$ cat src/sv/upd_pkg.sv
// Shared types, character codes and helper functions for the URI decode/normalize core.
`default_nettype none

package upd_pkg;

    localparam int UPD_QUEUE_DEPTH = 4;
    localparam int UPD_MAX_SYM     = 3;

    localparam logic [7:0] CH_NUL    = 8'h00;
    localparam logic [7:0] CH_SPACE  = 8'h20;
    localparam logic [7:0] CH_PCT    = 8'h25;
    localparam logic [7:0] CH_PLUS   = 8'h2B;
    localparam logic [7:0] CH_DOT    = 8'h2E;
    localparam logic [7:0] CH_SLASH  = 8'h2F;
    localparam logic [7:0] CH_BSLASH = 8'h5C;
    localparam logic [7:0] CH_DIG_LO = 8'h30;
    localparam logic [7:0] CH_DIG_HI = 8'h39;
    localparam logic [7:0] CH_UC_A   = 8'h41;
    localparam logic [7:0] CH_UC_F   = 8'h46;
    localparam logic [7:0] CH_LC_A   = 8'h61;
    localparam logic [7:0] CH_LC_F   = 8'h66;
    localparam logic [7:0] CH_W      = 8'h57;
    localparam logic [7:0] CH_CASE   = 8'h20;

    typedef struct packed {
        logic [UPD_MAX_SYM-1:0][7:0] sym;
        logic [1:0]                  cnt;
        logic                        last;
    } t_bundle;

    function automatic logic is_hex(input logic [7:0] c);
        return ((c >= CH_DIG_LO) && (c <= CH_DIG_HI)) ||
               ((c >= CH_LC_A) && (c <= CH_LC_F)) ||
               ((c >= CH_UC_A) && (c <= CH_UC_F));
    endfunction

    function automatic logic [3:0] hex_val(input logic [7:0] c);
        logic [7:0] v;
        if ((c >= CH_DIG_LO) && (c <= CH_DIG_HI)) begin
            v = c - CH_DIG_LO;
        end else begin
            v = (c | CH_CASE) - CH_W;
        end
        return v[3:0];
    endfunction

    function automatic logic is_sep(input logic [7:0] c);
        return (c == CH_SLASH) || (c == CH_BSLASH);
    endfunction

endpackage

`default_nettype wire

$ cat src/sv/upd_front.sv
// Front end: percent-decodes raw URI bytes and bundles each non-empty or final item.
`default_nettype none

module upd_front (
    input  wire logic             i_clk,
    input  wire logic             i_rst_n,
    input  wire logic             i_cfg_valid,
    input  wire logic             i_cfg_data,
    input  wire logic             i_valid,
    input  wire logic [7:0]       i_data,
    input  wire logic             i_last,
    output logic                  o_ready,
    input  wire logic             i_q_full,
    output logic                  o_push,
    output upd_pkg::t_bundle      o_bundle
);

    localparam logic [1:0] PH_IDLE  = 2'd0;
    localparam logic [1:0] PH_PCT   = 2'd1;
    localparam logic [1:0] PH_DIGIT = 2'd2;

    logic       r_pas;
    logic [1:0] r_phase;
    logic [1:0] n_phase;
    logic [7:0] r_held;
    logic [7:0] n_held;
    logic       accept;

    logic [3:0][7:0] sym;
    logic [1:0]      cnt;
    logic            f_pct;
    logic [7:0]      f_d;
    logic [7:0]      dec;

    assign o_ready = !i_q_full;
    assign accept  = i_valid && o_ready;

    always_comb begin
        sym     = '0;
        cnt     = 2'd0;
        n_phase = r_phase;
        n_held  = r_held;
        f_pct   = (i_data == upd_pkg::CH_PCT);
        f_d     = (r_pas && (i_data == upd_pkg::CH_PLUS)) ? upd_pkg::CH_SPACE : i_data;
        dec     = {upd_pkg::hex_val(r_held), upd_pkg::hex_val(i_data)};
        unique case (r_phase)
            PH_PCT: begin
                if (upd_pkg::is_hex(i_data)) begin
                    n_held  = i_data;
                    n_phase = PH_DIGIT;
                end else begin
                    sym[cnt] = upd_pkg::CH_PCT;
                    cnt      = cnt + 2'd1;
                    if (!f_pct) begin
                        sym[cnt] = f_d;
                        cnt      = cnt + 2'd1;
                    end
                    n_phase = f_pct ? PH_PCT : PH_IDLE;
                end
            end
            PH_DIGIT: begin
                if (upd_pkg::is_hex(i_data)) begin
                    sym[cnt] = dec;
                    cnt      = cnt + 2'd1;
                    n_phase  = PH_IDLE;
                end else begin
                    sym[cnt] = upd_pkg::CH_PCT;
                    cnt      = cnt + 2'd1;
                    sym[cnt] = r_held;
                    cnt      = cnt + 2'd1;
                    if (!f_pct) begin
                        sym[cnt] = f_d;
                        cnt      = cnt + 2'd1;
                    end
                    n_phase = f_pct ? PH_PCT : PH_IDLE;
                end
            end
            default: begin
                if (!f_pct) begin
                    sym[cnt] = f_d;
                    cnt      = cnt + 2'd1;
                end
                n_phase = f_pct ? PH_PCT : PH_IDLE;
            end
        endcase
        if (i_last) begin
            if (n_phase == PH_PCT) begin
                sym[cnt] = upd_pkg::CH_PCT;
                cnt      = cnt + 2'd1;
            end else if (n_phase == PH_DIGIT) begin
                sym[cnt] = upd_pkg::CH_PCT;
                cnt      = cnt + 2'd1;
                sym[cnt] = n_held;
                cnt      = cnt + 2'd1;
            end
            n_phase = PH_IDLE;
            n_held  = 8'h00;
        end
    end

    assign o_push        = accept && ((cnt != 2'd0) || i_last);
    assign o_bundle.sym  = sym[upd_pkg::UPD_MAX_SYM-1:0];
    assign o_bundle.cnt  = cnt;
    assign o_bundle.last = i_last;

    always_ff @(posedge i_clk) begin
        if (!i_rst_n) begin
            r_pas   <= 1'b0;
            r_phase <= PH_IDLE;
            r_held  <= 8'h00;
        end else begin
            if (i_cfg_valid) begin
                r_pas <= i_cfg_data;
            end
            if (accept) begin
                r_phase <= n_phase;
                r_held  <= n_held;
            end
        end
    end

endmodule

`default_nettype wire

$ cat src/sv/upd_queue.sv
// Short bundle queue between the decoder front end and the normalizer back end.
`default_nettype none

module upd_queue #(
    parameter int DEPTH = upd_pkg::UPD_QUEUE_DEPTH
) (
    input  wire logic              i_clk,
    input  wire logic              i_rst_n,
    input  wire logic              i_push,
    input  wire upd_pkg::t_bundle  i_wdata,
    output logic                   o_full,
    input  wire logic              i_pop,
    output logic                   o_head_v,
    output upd_pkg::t_bundle       o_head
);

    localparam int PW = (DEPTH > 1) ? $clog2(DEPTH) : 1;
    localparam int CW = $clog2(DEPTH + 1);
    localparam logic [PW-1:0] PTR_MAX = PW'(DEPTH - 1);
    localparam logic [CW-1:0] CNT_MAX = CW'(DEPTH);

    upd_pkg::t_bundle r_mem [DEPTH];
    logic [PW-1:0]    r_wr_ptr;
    logic [PW-1:0]    r_rd_ptr;
    logic [CW-1:0]    r_count;
    logic             do_pop;

    assign o_full   = (r_count == CNT_MAX);
    assign o_head_v = (r_count != '0);
    assign o_head   = r_mem[r_rd_ptr];
    assign do_pop   = i_pop && o_head_v;

    always_ff @(posedge i_clk) begin
        if (i_push) begin
            r_mem[r_wr_ptr] <= i_wdata;
        end
    end

    always_ff @(posedge i_clk) begin
        if (!i_rst_n) begin
            r_wr_ptr <= '0;
            r_rd_ptr <= '0;
            r_count  <= '0;
        end else begin
            if (i_push) begin
                r_wr_ptr <= (r_wr_ptr == PTR_MAX) ? '0 : r_wr_ptr + PW'(1);
            end
            if (do_pop) begin
                r_rd_ptr <= (r_rd_ptr == PTR_MAX) ? '0 : r_rd_ptr + PW'(1);
            end
            if (i_push && !do_pop) begin
                r_count <= r_count + CW'(1);
            end else if (!i_push && do_pop) begin
                r_count <= r_count - CW'(1);
            end
        end
    end

    a_no_overflow: assert property (@(posedge i_clk) disable iff (!i_rst_n)
        i_push |-> (!o_full || do_pop))
        else $error("push into full queue");

    a_count_range: assert property (@(posedge i_clk) disable iff (!i_rst_n)
        r_count <= CNT_MAX)
        else $error("queue count out of range");

endmodule

`default_nettype wire

$ cat src/sv/upd_back.sv
// Back end: normalizes decoded bytes, closes each URI and drives the output register.
`default_nettype none

module upd_back (
    input  wire logic              i_clk,
    input  wire logic              i_rst_n,
    input  wire logic              i_head_v,
    input  wire upd_pkg::t_bundle  i_head,
    output logic                   o_pop,
    output logic                   o_valid,
    input  wire logic              i_ready,
    output logic [7:0]             o_data,
    output logic                   o_has,
    output logic                   o_end
);

    logic       r_after, n_after;
    logic       r_dot, n_dot;
    logic       r_trunc, n_trunc;
    logic [1:0] r_idx, n_idx;
    logic       r_hold_v, n_hold_v;
    logic [7:0] r_hold_d, n_hold_d;
    logic       r_out_v;
    logic [7:0] r_out_d;
    logic       r_out_has;
    logic       r_out_end;

    logic       out_free;
    logic       ld;
    logic [7:0] ld_d;
    logic       ld_has;
    logic       ld_end;
    logic       emit;
    logic [7:0] emit_d;
    logic       adv;
    logic [7:0] c;

    assign out_free = !r_out_v || i_ready;

    always_comb begin
        unique case (r_idx)
            2'd0:    c = i_head.sym[0];
            2'd1:    c = i_head.sym[1];
            2'd2:    c = i_head.sym[2];
            default: c = upd_pkg::CH_NUL;
        endcase
    end

    always_comb begin
        n_after  = r_after;
        n_dot    = r_dot;
        n_trunc  = r_trunc;
        n_idx    = r_idx;
        n_hold_v = r_hold_v;
        n_hold_d = r_hold_d;
        o_pop    = 1'b0;
        ld       = 1'b0;
        ld_d     = 8'h00;
        ld_has   = 1'b1;
        ld_end   = 1'b0;
        emit     = 1'b0;
        emit_d   = 8'h00;
        adv      = 1'b0;
        if (i_head_v && out_free) begin
            if (r_idx != i_head.cnt) begin
                priority if (r_trunc) begin
                    adv = 1'b1;
                end else if (c == upd_pkg::CH_NUL) begin
                    emit    = r_dot;
                    emit_d  = upd_pkg::CH_DOT;
                    n_dot   = 1'b0;
                    n_after = 1'b0;
                    n_trunc = 1'b1;
                    adv     = 1'b1;
                end else if (r_after && r_dot) begin
                    n_dot = 1'b0;
                    if (c == upd_pkg::CH_DOT) begin
                        adv = 1'b1;
                    end else begin
                        emit    = 1'b1;
                        emit_d  = upd_pkg::CH_DOT;
                        n_after = 1'b0;
                    end
                end else if (r_after && upd_pkg::is_sep(c)) begin
                    adv = 1'b1;
                end else if (r_after && (c == upd_pkg::CH_DOT)) begin
                    n_dot = 1'b1;
                    adv   = 1'b1;
                end else begin
                    emit    = 1'b1;
                    emit_d  = c;
                    n_after = upd_pkg::is_sep(c);
                    adv     = 1'b1;
                end
            end else if (!r_trunc && r_dot) begin
                emit   = 1'b1;
                emit_d = upd_pkg::CH_DOT;
                n_dot  = 1'b0;
            end else begin
                ld       = 1'b1;
                ld_d     = r_hold_v ? r_hold_d : 8'h00;
                ld_has   = r_hold_v;
                ld_end   = 1'b1;
                n_hold_v = 1'b0;
                n_after  = 1'b0;
                n_dot    = 1'b0;
                n_trunc  = 1'b0;
                n_idx    = 2'd0;
                o_pop    = 1'b1;
            end
        end
        if (adv) begin
            if (((r_idx + 2'd1) == i_head.cnt) && !i_head.last) begin
                o_pop = 1'b1;
                n_idx = 2'd0;
            end else begin
                n_idx = r_idx + 2'd1;
            end
        end
        if (emit) begin
            if (i_head.last) begin
                n_hold_v = 1'b1;
                n_hold_d = emit_d;
                if (r_hold_v) begin
                    ld   = 1'b1;
                    ld_d = r_hold_d;
                end
            end else begin
                ld   = 1'b1;
                ld_d = emit_d;
            end
        end
    end

    always_ff @(posedge i_clk) begin
        if (!i_rst_n) begin
            r_after  <= 1'b0;
            r_dot    <= 1'b0;
            r_trunc  <= 1'b0;
            r_idx    <= 2'd0;
            r_hold_v <= 1'b0;
            r_out_v  <= 1'b0;
        end else begin
            r_after  <= n_after;
            r_dot    <= n_dot;
            r_trunc  <= n_trunc;
            r_idx    <= n_idx;
            r_hold_v <= n_hold_v;
            if (ld) begin
                r_out_v <= 1'b1;
            end else if (i_ready) begin
                r_out_v <= 1'b0;
            end
        end
    end

    always_ff @(posedge i_clk) begin
        r_hold_d <= n_hold_d;
        if (ld) begin
            r_out_d   <= ld_d;
            r_out_has <= ld_has;
            r_out_end <= ld_end;
        end
    end

    assign o_valid = r_out_v;
    assign o_data  = r_out_d;
    assign o_has   = r_out_has;
    assign o_end   = r_out_end;

    a_hold_in_final: assert property (@(posedge i_clk) disable iff (!i_rst_n)
        r_hold_v |-> (i_head_v && i_head.last))
        else $error("held item outside a final bundle");

    a_trunc_no_dot: assert property (@(posedge i_clk) disable iff (!i_rst_n)
        r_trunc |-> !r_dot)
        else $error("dot pending after truncation");

    a_idx_bound: assert property (@(posedge i_clk) disable iff (!i_rst_n)
        i_head_v |-> (r_idx <= i_head.cnt))
        else $error("bundle index past count");

    a_idx_idle: assert property (@(posedge i_clk) disable iff (!i_rst_n)
        !i_head_v |-> (r_idx == 2'd0))
        else $error("bundle index nonzero with empty queue");

endmodule

`default_nettype wire

$ cat src/sv/uri_percent_decode_normalize_core.sv
// Top level of the URI percent-decode and path-normalize core.
// Raw URI bytes enter one per cycle on the slave stream while the queue has room; tlast marks
// the final byte of a URI. The front end decodes '%' escapes (and '+' to space when the config
// bit is set) and queues a bundle of up to three decoded bytes for each item that yields a
// byte or ends the URI, in a QUEUE_DEPTH-entry queue. The back end normalizes one decoded byte
// per cycle while the output register is free; closing a URI and flushing a held '.' each take
// an extra step; ordinary bytes sustain one item per cycle unless the output stalls. Each URI
// closes with a result whose tlast is set, or with an empty result (tuser 0) when the final
// item yields no byte. The queue lets input be taken while a finished result waits.
`default_nettype none

module uri_percent_decode_normalize_core #(
    parameter int QUEUE_DEPTH = upd_pkg::UPD_QUEUE_DEPTH
) (
    input  wire logic       i_clk,
    input  wire logic       i_rst_n,
    input  wire logic       i_cfg_valid,
    output logic            o_cfg_ready,
    input  wire logic       i_cfg_data,       // plus_as_space
    input  wire logic       i_s_tvalid,
    output logic            o_s_tready,
    input  wire logic [7:0] i_s_tdata,        // [7:0] in_byte
    input  wire logic       i_s_tlast,        // last_byte
    output logic            o_m_tvalid,
    input  wire logic       i_m_tready,
    output logic [7:0]      o_m_tdata,        // [7:0] out_byte
    output logic            o_m_tuser,        // has_byte
    output logic            o_m_tlast         // end_of_uri
);

    upd_pkg::t_bundle push_data;
    upd_pkg::t_bundle head;
    logic             push;
    logic             q_full;
    logic             head_v;
    logic             pop;

    assign o_cfg_ready = 1'b1;

    upd_front u_front (
        .i_clk       (i_clk),
        .i_rst_n     (i_rst_n),
        .i_cfg_valid (i_cfg_valid),
        .i_cfg_data  (i_cfg_data),
        .i_valid     (i_s_tvalid),
        .i_data      (i_s_tdata),
        .i_last      (i_s_tlast),
        .o_ready     (o_s_tready),
        .i_q_full    (q_full),
        .o_push      (push),
        .o_bundle    (push_data)
    );

    upd_queue #(
        .DEPTH (QUEUE_DEPTH)
    ) u_queue (
        .i_clk    (i_clk),
        .i_rst_n  (i_rst_n),
        .i_push   (push),
        .i_wdata  (push_data),
        .o_full   (q_full),
        .i_pop    (pop),
        .o_head_v (head_v),
        .o_head   (head)
    );

    upd_back u_back (
        .i_clk    (i_clk),
        .i_rst_n  (i_rst_n),
        .i_head_v (head_v),
        .i_head   (head),
        .o_pop    (pop),
        .o_valid  (o_m_tvalid),
        .i_ready  (i_m_tready),
        .o_data   (o_m_tdata),
        .o_has    (o_m_tuser),
        .o_end    (o_m_tlast)
    );

endmodule

`default_nettype wire

$ cat config.mk
export PLATFORM = sky130hd
export DESIGN_NAME = uri_percent_decode_normalize_core
export DESIGN_NICKNAME = d
export VERILOG_FILES = /design/src/sv/upd_pkg.sv /design/src/sv/upd_front.sv /design/src/sv/upd_queue.sv /design/src/sv/upd_back.sv /design/src/sv/uri_percent_decode_normalize_core.sv
export SDC_FILE = /design/constraint.sdc
export NUM_CORES = 1
export LEC_CHECK = 0
export BUFFER_PORTS_ARGS = -buffer_cell sky130_fd_sc_hd__buf_2
export CAP_MARGIN = 25
export CORE_MARGIN = 10
export CORE_UTILIZATION = 56
export CTS_CLUSTER_DIAMETER = 80
export CTS_CLUSTER_SIZE = 28
export DETAILED_ROUTE_END_ITERATION = 16
export MAX_ROUTING_LAYER = met4
export PLACE_DENSITY = 0.78
export SYNTH_ARGS = -nofsm -noshare
export SYNTH_HDL_FRONTEND = slang
export SYNTH_SLANG_ARGS = --single-unit
export TNS_END_PERCENT = 5
$ cat constraint.sdc
create_clock -name i_clk -period 4.49 [get_ports i_clk]
set_input_delay 0.898 -clock i_clk [delete_from_list [all_inputs] [get_ports i_clk]]
set_output_delay 0.898 -clock i_clk [all_outputs]
set_load 0.1 [all_outputs]
### After elaboration in Yosys (flattened, before gate mapping)

Memories as Yosys holds them, arrays and structs flattened. A register that Yosys moved wholly into a read port is not among the register bits.
Cells that the tools add are included.

| operators by class | value |
|---|---|
| add/subtract/negate cells | 11 |
| multiply operators | 0 |
| divide/modulo/power cells | 0 |
| magnitude comparators | 12 |
| eq/ne operators | 24 |
| shift operators | 0 |
| multiplexer cells | 112 |
| bitwise logic cells | 4 |
| reduce and logical (&&, ||, !) cells | 42 |

Operator list:

| operator | number |
|---|---|
| 8-bit two-way mux | 23 |
| 24-bit two-way mux | 3 |
| 1-bit two-way mux | 52 |
| 2-bit two-way mux | 18 |
| 32-bit bitwise mux | 1 |
| 8-bit demux with 2-bit select | 2 |
| 8-bit by 6-bit equality test with 1-bit output, second input constant | 4 |
| 16-bit two-way mux | 2 |
| 8-bit case mux with 2 select lines | 2 |
| 8-bit case mux with 3 select lines | 1 |
| 15-bit by 20-bit bitwise AND with 20-bit output | 1 |
| 20-bit NOT | 1 |
| 1-bit logical AND | 18 |
| 8-bit by 6-bit >= comparator with 1-bit output, second input constant | 2 |
| 8-bit by 7-bit >= comparator with 1-bit output, second input constant | 2 |
| 8-bit by 6-bit <= comparator with 1-bit output, second input constant | 2 |
| 8-bit by 7-bit <= comparator with 1-bit output, second input constant | 2 |
| 4-bit inequality test, second input constant | 4 |
| 6-bit two-way mux | 2 |
| 9-bit by 12-bit bitwise OR with 12-bit output | 1 |
| 2-bit by 1-bit adder with 2-bit output, second input constant | 5 |
| 2-bit equality test, second input constant | 5 |
| 8-bit by 7-bit equality test with 1-bit output, second input constant | 1 |
| 8-bit zero test | 1 |
| 26 further kinds | 50 |

| word-level totals | value |
|---|---|
| register bits | 43 |
| latch bits | 0 |
| memory bits (writable) | 108 |
| bits in read-only memories | 0 |
| output and inout bits | 13 |
| memories | 1 |

Memories:

| memory | words | width | read ports | clocked after Yosys merged registers in | write ports | line | RTL |
|---|---|---|---|---|---|---|---|
| u_queue.r_mem | 4 | 27 | 1 | 1 | 1 | upd_queue.sv:22 | `upd_pkg::t_bundle r_mem [DEPTH];` |

### Longest topological paths before layout

| depth | value |
|---|---|
| word-level depth | 18 |
| gate-level depth with buffers | 17 |
| gate-level depth less buffers | 16 |

### Cells and area by module

From an unflattened synthesis, not the netlist that was laid out.

| second synthesis, totals | value |
|---|---|
| cells, all modules | 555 |
| area total of the unflattened synthesis | 7465.9 um^2 |

Modules (own cells, without submodules):

| module | times used | cells an instance | area each (um^2) | seq. area each (um^2) |
|---|---|---|---|---|
| upd_queue | 1 | 187 | 4403.0 | 3423.3 |
| upd_back | 1 | 162 | 1540.2 | 680.7 |
| upd_front | 1 | 204 | 1511.4 | 220.2 |
| uri_percent_decode_normalize_core | 1 | 2 | 11.3 | 0.0 |

### Least setup slack after synthesis

No wires, ideal clock.

| timing path | value |
|---|---|
| path type | input to register |
| from | input port i_s_tdata[0] |
| to | register u_queue.r_count[2] |
| arrival | 4333 ps |
| setup slack | 86 ps |
| stages | 16 |
| path buffers | 1 |
| cells stage by stage | clkbuf_1 inv_1 ha_1 or3b_2 a41o_1 o211ai_1 and2_0 nand2b_1 a21o_1 a31oi_2 ha_1 inv_1 fa_1 xor2_1 or3_1 a21oi_1 |

| between the ends | value |
|---|---|
| longest elaborated chain between the ends | 17 |

RTL lines:

| what | line | RTL |
|---|---|---|
| start: declaration | uri_percent_decode_normalize_core.sv:22 | `input wire logic [7:0] i_s_tdata,` |
| 8-bit by 6-bit >= comparator with 1-bit output (tied with other cells) | upd_pkg.sv:32 | `return ((c >= CH_DIG_LO) && (c <= CH_DIG_HI)) \|\|` |
| 1-bit logical AND (on tied branches) | upd_pkg.sv:32, upd_pkg.sv:33 |  |
| 1-bit logical OR | upd_pkg.sv:32 |  |
| 1-bit logical OR | upd_pkg.sv:33 | `((c >= CH_LC_A) && (c <= CH_LC_F)) \|\|` |
| 2-bit two-way mux (on tied branches) | upd_front.sv:62, upd_front.sv:48 |  |
| 2-bit case mux with 2 select lines | upd_front.sv:46 | `unique case (r_phase)` |
| 2-bit by 1-bit adder with 2-bit output | upd_front.sv:89, upd_front.sv:92 |  |
| 2-bit by 1-bit adder with 2-bit output | upd_front.sv:94 | `cnt = cnt + 2'd1;` |
| [2 not listed] | n/a |  |
| 2-bit two-way mux (*) | upd_front.sv:86 | `if (i_last) begin` |
| 2-bit nonzero test (*) | upd_front.sv:101 | `assign o_push = accept && ((cnt != 2'd0) \|\| i_last);` |
| 1-bit logical OR (*) | upd_front.sv:101 |  |
| 1-bit logical AND (*) | upd_front.sv:101 |  |
| named net push | uri_percent_decode_normalize_core.sv:33 | `logic push;` |
| 1-bit zero test | upd_queue.sv:53 | `end else if (!i_push && do_pop) begin` |
| 1-bit logical AND | upd_queue.sv:53 |  |
| 2-bit nonzero test (no line) | n/a |  |
| end signal: assignment | upd_queue.sv:52 | `r_count <= r_count + CW'(1);` |
| end signal: assignment | upd_queue.sv:54 | `r_count <= r_count - CW'(1);` |
| end: declaration | upd_queue.sv:25 | `logic [CW-1:0] r_count;` |

The timed path passes the listed nets; every way through them passes the cells marked *.
A chain may end at the register's enable or synchronous reset.

==> results.md <==
- CP Capture Type: flop
- Area growth syn-to-layout: 13.0%
- Largest net degree at the start of global routing: 28
- GRT Residual Overflow: 0
- Unrepaired setup endpoints after global routing: false
- Pre-antenna DRT Iters: 5
- Fmax: around 240 MHz
- Clock skew: 0.00798 ns
- Final period utilization: approximately 93%
- Data arrival, critical path: 4.53 ns
- Sequential fraction of the synthesis area: between 50% and 60%
- Core Box Area: about 13000 µm²
- Root Buffer: clkbuf_16
- Boundary pin count: 28
- Reg area: about 4300 µm²
- Avg Vias per Cell: around 6.2
- Setup TNS: 0 ns
- Setup Crit Path Kind: flop to flop
- Setup Fix Bufs, Post-CTS: 0
- Top cell type's share of synthesized area: about half
- Clk sinks: about 150
- ANT cells: 0
- Synth Warn #: 0
- Vias: roughly 5.1k
- First-pass GRT wire length: roughly 27 mm
- Hold Slack: about 0.5 ns
- Cts repair resizes: 0
- CTS HTree Levels: 4
- GR Util All Layers: between 10% and 20%
- First DRT Iteration DRCs: 577
- Remaining DRCs: 0
- Synthesized area: approximately 7500 µm²
- Fillers: about 980
- Synth cell types: between 80 and 90
- Final core utilization: between 60 and 70%
- Synthesized net count: about 630
- TritonCTS Buffers: 17
- CP max FO: 15
- Vias in the first global route: 5003
- Fin. Hold Viols: 0
- Final setup vio count: 0
- Worst-Skew Late Latency: 0.43 ns
- Mean Syn Cell Area: 12.6 µm²
- Half-perimeter wire length after placement: roughly 12 mm
- Dpl cell area: 7830 µm²
- Die Y: around 140 µm
- Hold-fix buffers, CTS: 0
- Share of cells above drive strength 1: roughly 17%
- Max Cap Viol: 0
- Die ar.: between 15000 and 20000 µm²
- Detailed Route WL: around 16 mm
- Number of nets still failing antenna checks after routing: 0
- Die Wd: approximately 140 µm
- CTS tree: done
- PwrDens: 614 nW/µm²
- Design Area, Final: between 8000 and 9000 µm²
- Asr flop ratio synth: 0%
- Final Worst Setup Slack: between 0.3 and 0.4 ns
- Worst-path clk slew: approximately 0.06 ns
- Worst hold path type: flop to flop
- Post-synth EDFFs: roughly 130
- Synth area leaders: edfxtp_1, dfxtp_1, mux2i_1, ha_1, mux4_2
- Nets@finish: 674
- Initial antenna violation count: 0
- Leak pwr: roughly 3.0 nW
- Slew headroom: between 30% and 40%
- Multi-input logic area: ~3000 µm²
- Max IR drop VDD: approximately 0.00026 V
- Top_reg_cell synth: edfxtp_1
- FF+latch count, synth: 153
- Worst Tran Pin Value: between 0.9 and 1 ns
- Clock Tree Buf Depth: 2
- Final GP Congestion: about 0.94
- DP Worst Slack: around 0.13 ns
- Routed length per placed instance: 20.1 µm
- Initial core utilization: between 50% and 60%
- Min Tclk post-route: roughly 4.2 ns
- Synth area leader: edfxtp_1
- Cells after synthesis: about 590
- Num rows: 42
- PortBufs: 26
- Slew Viols, Final: 0
- Status: completed
- Critical Path RT: 4.84 ns
- Startpoint Class: flop
metrics by stage:
step / std cells / total power, mW
floorplan: 592 / 3.34
global placement: 790 / 3.66
detailed placement: 790 / 3.72
CTS: 822 / 5.20
global route: 822 / 5.42
finish: 822 / 5.18
layout by cell type, fill, tap and decap left out, drive strengths merged, types with 6 or more instances in the layout:
master and instances:
o22ai 26, dfxtp 27, edfxtp 126, clkbuf 20, mux4 11, nor2 56, buf 45, inv 24
mux2i 38, a22oi 15, nand3 11, a31oi 8, nor3 6, xnor2 7, o21ai 14, nand2 46
nand2b 10, ha 25, a21oi 24, and2 12
report_power, final:
group / leakage (nW) / switching, mW / internal (mW)
Combinational: 1.29 / 1.24 / 0.551
Sequential: 1.38 / 0.113 / 1.80
Clock: 0.296 / 0.542 / 0.928
cell usage after synthesis (5+ instances only):
master,instances
edfxtp_1,126
nor2_1,55
nand2_1,45
mux2i_1,38
dfxtp_1,27
ha_1,25
o22ai_1,25
a21oi_1,24
inv_1,21
a22oi_1,15
clkbuf_1,15
and2_1,11
mux4_2,11
o21ai_0,11
nand2b_1,10
nand3_1,10
a31oi_1,6
nor3_1,6
buf_6,5
o32ai_1,5
xnor2_1,5
sequential cells by signal, summed over array words and instances, names as in the netlist, 2 cells and up, named ones only:
name	count
u_back.o_data	8
u_front.r_phase	2
u_queue.r_mem	108
u_back.r_idx	2
u_back.r_hold_d	8
u_queue.r_wr_ptr	2
u_front.r_held	8
u_queue.r_rd_ptr	2
u_queue.r_count	3
cells by family (layout without fill, tap and decap cells):
group | Yosys count | after routing | synth area share, %
flip-flops | 153 | 153 | 57.9
XOR/XNOR | 11 | 11 | 1.49
multiplexers | 49 | 49 | 8.41
AO/OA/AOI/OAI | 135 | 135 | 13.6
adder cells (fa/ha/maj) | 26 | 26 | 4.46
buffers and inverters | 45 | 99 | 2.85
other | 1 | 1 | 0.0502
AND/OR/NAND/NOR | 172 | 172 | 11.2
per-layer routing:
metal	global-route usage [%]	wire length [µm]	vias to the layer above	part of all wire, %
li1	-	-	2343	-
met1	23.9	7010	2494	42
met2	30.2	8030	214	49
met3	4.64	1100	31	6.7
met4	7.60	345	0	2.1
met5	-	0	-	0
worst max-delay path, stage by stage, from the launching register on:
cell,delay (ns)
dfxtp_2,0.65
buf_4,0.27
mux4_2,0.53
a211oi_2,0.48
nand3_1,0.30
o31ai_4,0.39
o31ai_2,0.15
o21ai_2,0.23
inv_2,0.09
ha_1,0.21
inv_1,0.08
fa_1,0.18
xor2_1,0.08
or3_1,0.31
a21oi_1,0.15
final cells by class:
cell class,instances,share of cell area [%]
flip-flops and latches,153,51.2
clock inverters,12,2.05
well taps,176,2.61
repair buffers,45,3.23
inverters,22,0.978
clock buffers,20,5.17
multi-input cells,394,34.7
final timing paths:
check | start | endpoint | slack, ns | cells after the start
worst max-delay path | flop | u_queue.r_count[2] | 0.31 | 14
worst min-delay path | u_queue.r_rd_ptr[0] | flop | 0.50 | 2
worst max register to register | flop | u_queue.r_count[2] | 0.31 | 14
worst min register to register | u_queue.r_rd_ptr[0] | flop | 0.50 | 2
(Power assumes the default switching activity.)
